==> src/hw/rtl/mexp_pkg.sv <==
// Shared types, constants and the microprogram ROM of the modular exponentiation unit.
// Used by mexp_mulmod, mexp_seq and modular_exponentiation_unit; depends on nothing.
`default_nettype none

package mexp_pkg;

	// Field widths.
	localparam int EXP_WIDTH = 63;
	localparam int BASE_W    = 63;
	localparam int MOD_W     = 32;

	localparam logic [MOD_W-1:0] MOD_RESET = 32'd998244353;

	// Step counter of the shared modular multiply/reduce unit.
	localparam int CNT_W = $clog2(BASE_W + 1);
	localparam logic [CNT_W-1:0] RED_STEPS = CNT_W'(BASE_W);
	localparam logic [CNT_W-1:0] MUL_STEPS = CNT_W'(MOD_W);

	// Microprogram counter.
	localparam int PC_W = 4;

	localparam logic [PC_W-1:0] PC_IDLE     = 4'd0;
	localparam logic [PC_W-1:0] PC_RED_GO   = 4'd1;
	localparam logic [PC_W-1:0] PC_RED_WAIT = 4'd2;
	localparam logic [PC_W-1:0] PC_CHECK    = 4'd3;
	localparam logic [PC_W-1:0] PC_MUL_GO   = 4'd4;
	localparam logic [PC_W-1:0] PC_MUL_WAIT = 4'd5;
	localparam logic [PC_W-1:0] PC_SQR_GO   = 4'd6;
	localparam logic [PC_W-1:0] PC_SQR_WAIT = 4'd7;
	localparam logic [PC_W-1:0] PC_LOOP     = 4'd8;
	localparam logic [PC_W-1:0] PC_DONE     = 4'd9;
	localparam logic [PC_W-1:0] PC_RETURN   = 4'd10;

	typedef enum logic [1:0] {
		UOP_NONE,
		UOP_RED,
		UOP_MUL,
		UOP_SQR
	} uop_t;

	typedef enum logic [1:0] {
		WR_NONE,
		WR_PW,
		WR_RES
	} wr_t;

	typedef enum logic [2:0] {
		C_NEVER,
		C_ALWAYS,
		C_NO_START,
		C_UNIT_BUSY,
		C_EXP_ZERO,
		C_EXP_BIT_CLR
	} cond_t;

	typedef enum logic {
		MM_RED,
		MM_MUL
	} mm_mode_t;

	// One microinstruction. Actions fire only when the jump is not taken.
	typedef struct packed {
		uop_t            uop;
		wr_t             wr;
		logic            load;
		logic            shift_exp;
		logic            done;
		cond_t           cond;
		logic [PC_W-1:0] target;
	} uword_t;

	// Actions handed from the sequencer to the datapath.
	typedef struct packed {
		uop_t uop;
		wr_t  wr;
		logic load;
		logic shift_exp;
		logic done;
	} ctl_t;

	// Conditions reported by the datapath to the sequencer.
	typedef struct packed {
		logic start;
		logic unit_busy;
		logic exp_zero;
		logic exp_bit;
	} stat_t;

	function automatic uword_t ucode_rom(input logic [PC_W-1:0] pc);
		uword_t w;
		w = '{uop: UOP_NONE, wr: WR_NONE, load: 1'b0, shift_exp: 1'b0, done: 1'b0,
			cond: C_NEVER, target: PC_IDLE};
		case (pc)
			PC_IDLE: begin
				w.cond   = C_NO_START;
				w.target = PC_IDLE;
				w.load   = 1'b1;
			end
			PC_RED_GO: begin
				w.uop = UOP_RED;
			end
			PC_RED_WAIT: begin
				w.cond   = C_UNIT_BUSY;
				w.target = PC_RED_WAIT;
				w.wr     = WR_PW;
			end
			PC_CHECK: begin
				w.cond   = C_EXP_ZERO;
				w.target = PC_DONE;
			end
			PC_MUL_GO: begin
				w.cond   = C_EXP_BIT_CLR;
				w.target = PC_SQR_GO;
				w.uop    = UOP_MUL;
			end
			PC_MUL_WAIT: begin
				w.cond   = C_UNIT_BUSY;
				w.target = PC_MUL_WAIT;
				w.wr     = WR_RES;
			end
			PC_SQR_GO: begin
				w.uop       = UOP_SQR;
				w.shift_exp = 1'b1;
			end
			PC_SQR_WAIT: begin
				w.cond   = C_UNIT_BUSY;
				w.target = PC_SQR_WAIT;
				w.wr     = WR_PW;
			end
			PC_LOOP: begin
				w.cond   = C_ALWAYS;
				w.target = PC_CHECK;
			end
			PC_DONE: begin
				w.done = 1'b1;
			end
			PC_RETURN: begin
				w.cond   = C_ALWAYS;
				w.target = PC_IDLE;
			end
			default: begin
				w.cond   = C_ALWAYS;
				w.target = PC_IDLE;
			end
		endcase
		return w;
	endfunction

endpackage

`default_nettype wire

==> src/hw/rtl/mexp_mulmod.sv <==
// Shared bit-serial modular multiply and reduce unit, one operand bit per cycle.
// Depends on mexp_pkg.
`default_nettype none

module mexp_mulmod import mexp_pkg::*; (
	input  wire logic             clk,
	input  wire logic             arst_n,
	input  wire logic             start,
	input  wire mm_mode_t         mode,
	input  wire logic [MOD_W-1:0]  a,
	input  wire logic [MOD_W-1:0]  b,
	input  wire logic [BASE_W-1:0] base,
	input  wire logic [MOD_W:0]    m,
	output logic                  busy,
	output logic [MOD_W-1:0]       r
);

	logic [CNT_W-1:0]  cnt_q;
	mm_mode_t          mode_q;
	logic [MOD_W-1:0]  a_q;
	logic [BASE_W-1:0] seq_q;
	logic [MOD_W-1:0]  r_q;

	logic              bit_in;
	logic [MOD_W-1:0]  addend;
	logic [MOD_W+1:0]  sum;
	logic [MOD_W+1:0]  m1;
	logic [MOD_W+1:0]  m2;
	logic [MOD_W+1:0]  red;

	assign busy   = (cnt_q != '0);
	assign r      = r_q;
	assign bit_in = seq_q[BASE_W-1];

	// The running remainder stays below m, so 2r plus an addend of at most m
	// is below 3m and one of three candidates is the reduced value.
	always_comb begin
		if (mode_q == MM_RED) begin
			addend = {{(MOD_W-1){1'b0}}, bit_in};
		end else begin
			addend = bit_in ? a_q : '0;
		end
		sum = {1'b0, r_q, 1'b0} + {2'b00, addend};
		m1  = {1'b0, m};
		m2  = {m, 1'b0};
		if (sum >= m2) begin
			red = sum - m2;
		end else if (sum >= m1) begin
			red = sum - m1;
		end else begin
			red = sum;
		end
	end

	always_ff @(posedge clk or negedge arst_n) begin
		if (!arst_n) begin
			cnt_q <= '0;
		end else if (start) begin
			cnt_q <= (mode == MM_RED) ? RED_STEPS : MUL_STEPS;
		end else if (busy) begin
			cnt_q <= cnt_q - 1'b1;
		end
	end

	always_ff @(posedge clk) begin
		if (start) begin
			mode_q <= mode;
			a_q    <= a;
			r_q    <= '0;
			if (mode == MM_RED) begin
				seq_q <= base;
			end else begin
				seq_q <= {b, {(BASE_W-MOD_W){1'b0}}};
			end
		end else if (busy) begin
			seq_q <= {seq_q[BASE_W-2:0], 1'b0};
			r_q   <= red[MOD_W-1:0];
		end
	end

	a_start_idle: assert property (@(posedge clk) disable iff (!arst_n)
		start |-> !busy)
		else $error("multiply unit started while busy");

endmodule

`default_nettype wire

==> src/hw/rtl/mexp_seq.sv <==
// Microprogram sequencer: step counter, ROM lookup and conditional jumps.
// Depends on mexp_pkg for the ROM contents and control types.
`default_nettype none

module mexp_seq import mexp_pkg::*; (
	input  wire logic  clk,
	input  wire logic  arst_n,
	input  wire stat_t st,
	output ctl_t       ctl,
	output logic       busy
);

	logic [PC_W-1:0] pc_q;
	uword_t          uw;
	logic            taken;

	assign uw   = ucode_rom(pc_q);
	assign busy = (pc_q != PC_IDLE);

	always_comb begin
		case (uw.cond)
			C_NEVER:       taken = 1'b0;
			C_ALWAYS:      taken = 1'b1;
			C_NO_START:    taken = !st.start;
			C_UNIT_BUSY:   taken = st.unit_busy;
			C_EXP_ZERO:    taken = st.exp_zero;
			C_EXP_BIT_CLR: taken = !st.exp_bit;
			default:       taken = 1'b0;
		endcase
		ctl.uop       = taken ? UOP_NONE : uw.uop;
		ctl.wr        = taken ? WR_NONE : uw.wr;
		ctl.load      = uw.load && !taken;
		ctl.shift_exp = uw.shift_exp && !taken;
		ctl.done      = uw.done && !taken;
	end

	always_ff @(posedge clk or negedge arst_n) begin
		if (!arst_n) begin
			pc_q <= PC_IDLE;
		end else begin
			pc_q <= taken ? uw.target : pc_q + 1'b1;
		end
	end

endmodule

`default_nettype wire

==> src/hw/rtl/modular_exponentiation_unit.sv <==
// Top level of the modular exponentiation unit: operand registers and glue.
// Depends on mexp_pkg, mexp_seq and mexp_mulmod.
//
// Channel    Direction  Signals                                 Beat taken when
// ---------  ---------  --------------------------------------  ----------------------------
// command    in         start, busy, base, exponent             start && !busy
// result     out        done, result                            done (one cycle, no stall)
// modulus    in         modulus_valid, modulus_ready, modulus   modulus_valid && modulus_ready
//
// Each item reduces the base, then for every exponent bit up to the highest set bit
// squares the power, with a multiply into the result first where the bit is set.
// The run time is set by the single bit-serial multiply/reduce unit, which does the
// base reduction and every modular product, one product at a time.
// Reset clears the sequencer to idle, drops done and loads the modulus with 998244353.
// The result beat cannot be stalled; busy stays high through the cycle that shows it.
`default_nettype none

module modular_exponentiation_unit import mexp_pkg::*; (
	input  wire logic                 clk,
	input  wire logic                 arst_n,
	input  wire logic                 start,
	output logic                      busy,
	input  wire logic [BASE_W-1:0]    base,
	input  wire logic [EXP_WIDTH-1:0] exponent,
	output logic                      done,
	output logic [MOD_W-1:0]          result,
	input  wire logic                 modulus_valid,
	output logic                      modulus_ready,
	input  wire logic [MOD_W-1:0]     modulus
);

	// Datapath registers. The power and the running result are always
	// held below the modulus, except the initial result of 1.
	logic [MOD_W-1:0]     mod_q;
	logic [BASE_W-1:0]    base_q;
	logic [EXP_WIDTH-1:0] exp_q;
	logic [MOD_W-1:0]     pw_q;
	logic [MOD_W-1:0]     res_q;
	logic [MOD_W-1:0]     result_q;
	logic                 done_q;

	ctl_t                 ctl;
	stat_t                st;
	logic                 seq_busy;

	logic                 mm_start;
	mm_mode_t             mm_mode;
	logic [MOD_W-1:0]     mm_a;
	logic [MOD_W:0]       mm_m;
	logic                 mm_busy;
	logic [MOD_W-1:0]     mm_r;

	assign busy          = seq_busy;
	assign modulus_ready = !seq_busy;
	assign done          = done_q;
	assign result        = result_q;

	// A modulus of zero stands for 2^32, so the unit works on a 33-bit modulus.
	assign mm_m = {(mod_q == '0), mod_q};

	// The sequencer only sees start in its idle step, which is where a beat lands.
	assign st.start     = start;
	assign st.unit_busy = mm_busy;
	assign st.exp_zero  = (exp_q == '0);
	assign st.exp_bit   = exp_q[0];

	// Squaring and the base reduction both feed the power; a multiply step
	// takes the running result as the addend and the power as multiplier.
	assign mm_start = (ctl.uop != UOP_NONE);
	assign mm_mode  = (ctl.uop == UOP_RED) ? MM_RED : MM_MUL;
	assign mm_a     = (ctl.uop == UOP_MUL) ? res_q : pw_q;

	mexp_seq u_seq (
		.clk    (clk),
		.arst_n (arst_n),
		.st     (st),
		.ctl    (ctl),
		.busy   (seq_busy)
	);

	mexp_mulmod u_mulmod (
		.clk    (clk),
		.arst_n (arst_n),
		.start  (mm_start),
		.mode   (mm_mode),
		.a      (mm_a),
		.b      (pw_q),
		.base   (base_q),
		.m      (mm_m),
		.busy   (mm_busy),
		.r      (mm_r)
	);

	always_ff @(posedge clk or negedge arst_n) begin
		if (!arst_n) begin
			mod_q  <= MOD_RESET;
			done_q <= 1'b0;
		end else begin
			if (modulus_valid && modulus_ready) begin
				mod_q <= modulus;
			end
			done_q <= ctl.done;
		end
	end

	always_ff @(posedge clk) begin
		if (ctl.load) begin
			base_q <= base;
			exp_q  <= exponent;
			res_q  <= {{(MOD_W-1){1'b0}}, 1'b1};
		end else begin
			if (ctl.shift_exp) begin
				exp_q <= {1'b0, exp_q[EXP_WIDTH-1:1]};
			end
			case (ctl.wr)
				WR_PW:   pw_q  <= mm_r;
				WR_RES:  res_q <= mm_r;
				default: ;
			endcase
		end
		if (ctl.done) begin
			result_q <= res_q;
		end
	end

	a_accept_busy: assert property (@(posedge clk) disable iff (!arst_n)
		(start && !busy) |=> busy)
		else $error("accepted command did not raise busy");

	a_done_busy: assert property (@(posedge clk) disable iff (!arst_n)
		done |-> busy)
		else $error("result beat shown while idle");

	a_done_pulse: assert property (@(posedge clk) disable iff (!arst_n)
		done |=> !done)
		else $error("result strobe longer than one cycle");

	a_mod_stable: assert property (@(posedge clk) disable iff (!arst_n)
		(busy && $past(busy)) |-> $stable(mod_q))
		else $error("modulus changed during an operation");

endmodule

`default_nettype wire

==> config.mk <==
export PLATFORM = sky130hd
export DESIGN_NAME = modular_exponentiation_unit
export DESIGN_NICKNAME = d
export VERILOG_FILES = /design/src/hw/rtl/mexp_pkg.sv /design/src/hw/rtl/mexp_mulmod.sv /design/src/hw/rtl/mexp_seq.sv /design/src/hw/rtl/modular_exponentiation_unit.sv
export SDC_FILE = /design/constraint.sdc
export NUM_CORES = 1
export LEC_CHECK = 0
export ABC_CLOCK_PERIOD_IN_PS = 16200
export BUFFER_PORTS_ARGS = -buffer_cell sky130_fd_sc_hd__clkbuf_2
export CELL_PAD_IN_SITES_DETAIL_PLACEMENT = 0
export CELL_PAD_IN_SITES_GLOBAL_PLACEMENT = 2
export CORE_MARGIN = 4
export CORE_UTILIZATION = 40
export DETAILED_ROUTE_END_ITERATION = 12
export PLACE_DENSITY_LB_ADDON = 0.1
export RECOVER_POWER = 50
export SLEW_MARGIN = 25
export SYNTH_ARGS = -nofsm -noshare
export SYNTH_HDL_FRONTEND = slang
export SYNTH_HIERARCHICAL = 1
export SYNTH_SLANG_ARGS = --single-unit
==> constraint.sdc <==
create_clock -name clk -period 16.2 [get_ports clk]
set_input_delay 0 -clock clk [delete_from_list [all_inputs] [get_ports clk]]
set_output_delay 0 -clock clk [all_outputs]
set_load 0.005 [all_outputs]
==> summary.txt <==
Postcts setup bufs = 0
Met3 Track Usage GR = 2.812%
Final period utilization = 53.48%
Detailed Routing Iterations Pass 1 = 5
Ports = 197
RR Startpoint = u_mulmod/cnt_q[0]
Htree depth = 2
DP HPWL = 43720 µm
Failing checks = max-capacitance violations, max-slew violations
Gr ovfl total = 0
Initial antenna violation count = 0
Setup violators final = 0
R2R setup slack = 7.54 ns
Hold Path Sink = base_q[19]
FF-to-FF End = base_q[37]
Max stage delay on crit path = 3.31 ns
Global Route Usage Sum = 20.28%
Drt total wl = 60880 µm
Clk buf depth = 3
Critical Path RT = 16.39 ns
Std cell rows = 85
WHS = 0.1394 ns
Clk sink count = 393
DRT iter0 DRCs = 1095
DR vias = 16358
WL/cell = 20.09 µm
Ranking of synthesized cells by area = edfxtp_1, dfxtp_1, ha_1, mux2_2, dfrtp_1
Seq cells post-synth = 393
Input/output buffers = 196
DIE HEIGHT = 241.4 µm
Commonest non-fill, non-tap cells in the layout = edfxtp_1, nand2_1, clkbuf_2, a21oi_1, dlygate4sd3_1
Final TNS setup = 0 ns
DRC Markers = 0
Crit path from = u_mulmod/cnt_q[0]
Rel. slew slack = -214.9%
Diode count = 0
Drt via density = 5.397
CTS tree = yes
Total die area = 58290 µm²
Gpl congestion = 0.8454
Synth area leader = edfxtp_1
Synth Flop Type = edfxtp_1
CP Max Fanout = 87
Area Overhead vs Synth = 20.30%
Worst reg2reg path depth = 12
Starting density of the core = 40.42%
Slew @ Worst Pin = 4.724 ns
Core Region = 53920 µm²
CP arrival = 8.85 ns
CP endpoint kind = flip-flop
Share of cells above drive strength 1 = 18.67%
WP buf/inv = 6
Syn_nets = 2237
First-pass GRT wire length = 92470 µm
Most used cell, CP = clkbuf_1
Yosys warns = 6
Synth unique cells = 100
Final Max Tran Viols = 302
Tmin final = 8.664 ns
Synth Instances = 1970
Number of global-route vias before repair = 15789
Root Driver = clkbuf_16
Async set-reset flop share out of synthesis = 10.94%
Top cell family by delay on the critical path = buffers and inverters
Hold_sp = base[19]
RSZ-0062 raised after global routing = false
Seq/Total Area, Yosys = 50.26%
Clk_skew = 0.01922 ns
Placed Area = 23310 µm²
GR peak layer = met1
Post-route antenna net violation count = 0
Hold Crit Class = in -> reg
Peak Freq = 115.4 MHz
CP max stage cell = clkbuf_1
Post-synth EDFFs = 286
Max-Cap Viols = 6
Resize count post-CTS = 0
Most common cell after layout, fill and taps aside = edfxtp_1
Crit Path Class = reg -> reg
Met2 Use GR = 30.17%
Critical-path cell list = inv_1 > ha_1 > nand2_1 > nor3_1 > clkbuf_1 > inv_1 > clkbuf_1 > and3b_1 > o211ai_1 > nor2b_1 > clkbuf_1 > buf_4
Post-Syn Area = 21800 µm²
Synth top area share = 39.40%
Chip width = 241.4 µm
Final Cell Area = 26220 µm²
Final Hold Fails = 0
Final net count = 2567
Global Route met1 Usage = 31.46%
Mean Syn Cell Area = 11.06 µm²
Status = finished with violations
Clk Latency, worst-skew pair = 0.59 ns
Worst Setup Start Kind = flip-flop
Largest net degree at the start of global routing = 88
TritonCTS Buffers = 44
WHS Path Cells = 2
Clock transition at the registers of the reported paths = 0.06 ns
==> per-stage QoR <==
step                setup slack (ns)  utilization (%)  instances
global placement               9.933            43.23       2791
floorplan                      9.469                -       1970
finish                         7.536            48.63       3031
detailed placement             10.06            43.23       2791
CTS                            10.00            48.85       3031
global route                   6.809            48.63       3031
==> repair_timing <==
item	4_1_cts	5_1_grt
setup endpoints to repair	0	0
hold buffers	159	0
endpoints found under the hold margin	201	0
==> per-layer routing <==
| metal | part of all wire [%] | wire, µm |
|---|---|---|
| met3 | 4.8 | 2911 |
| met2 | 43 | 25950 |
| met4 | 1.8 | 1092 |
| met5 | 0 | 0 |
| met1 | 51 | 30930 |
==> cell families (layout without fill, tap and decap cells) <==
kind of cell	Yosys count	in the layout	share of synthesized area [%]
compound gates	486	486	14.80
simple gates	544	544	12.26
fa+ha+maj	105	105	6.131
xor+xnor	74	74	2.973
buf+inv	193	558	4.173
flops	393	393	50.26
mux	175	175	9.408
==> sequential cells by signal, summed over array words and instances, names as in the netlist <==
name	count
base_q	63
result	32
u_mulmod/mode_q	1
res_q	32
u_mulmod/a_q	32
u_mulmod/seq_q	63
done	1
u_mulmod/r	32
exp_q	63
pw_q	32
mod_q	32
u_seq/pc_q	4
u_mulmod/cnt_q	6
==> synthesized netlist by cell type (11+ instances only) <==
cell      count
nand4_1      24
inv_1       103
dfrtp_1      36
buf_2        30
nor3_1       33
nand3_1      23
xor2_1       26
mux2i_1      47
xnor2_1      48
nor2_1      133
o21a_1       18
a21o_1       25
a211oi_1     27
ha_1        102
mux2_4       37
nand2_1     169
a21oi_1     161
clkbuf_1     35
nand2b_1     12
nor2b_1      14
and3_1       40
nor4_1       29
o21ai_0      91
o211ai_1     13
edfxtp_1    286
and2_1       12
mux2_2       90
o21ai_1      11
a31oi_1      21
dfxtp_1      64
==> how the worst max path moves through the flow <==
stage	cells past startpoint	end
after detailed placement	19	u_mulmod/r[14]
after global routing	12	base_q[37]
after global placement	21	u_mulmod/r[30]
final	12	base_q[37]
after floorplan	12	exp_q[0]
after CTS	19	u_mulmod/r[14]
==> cell type report <==
type | instances | area (µm²)
clock buffers | 66 | 1275
clock inverters | 15 | 166.4
fillers | 5022 | 27700
inverters | 104 | 392.9
multi-input cells | 1384 | 9923
flip-flops and latches | 393 | 10950
well taps | 696 | 870.8
repair buffers | 373 | 2639
Power is not shown: default switching activity piles up to over one toggle a cycle in this logic, so the estimate is an artifact.
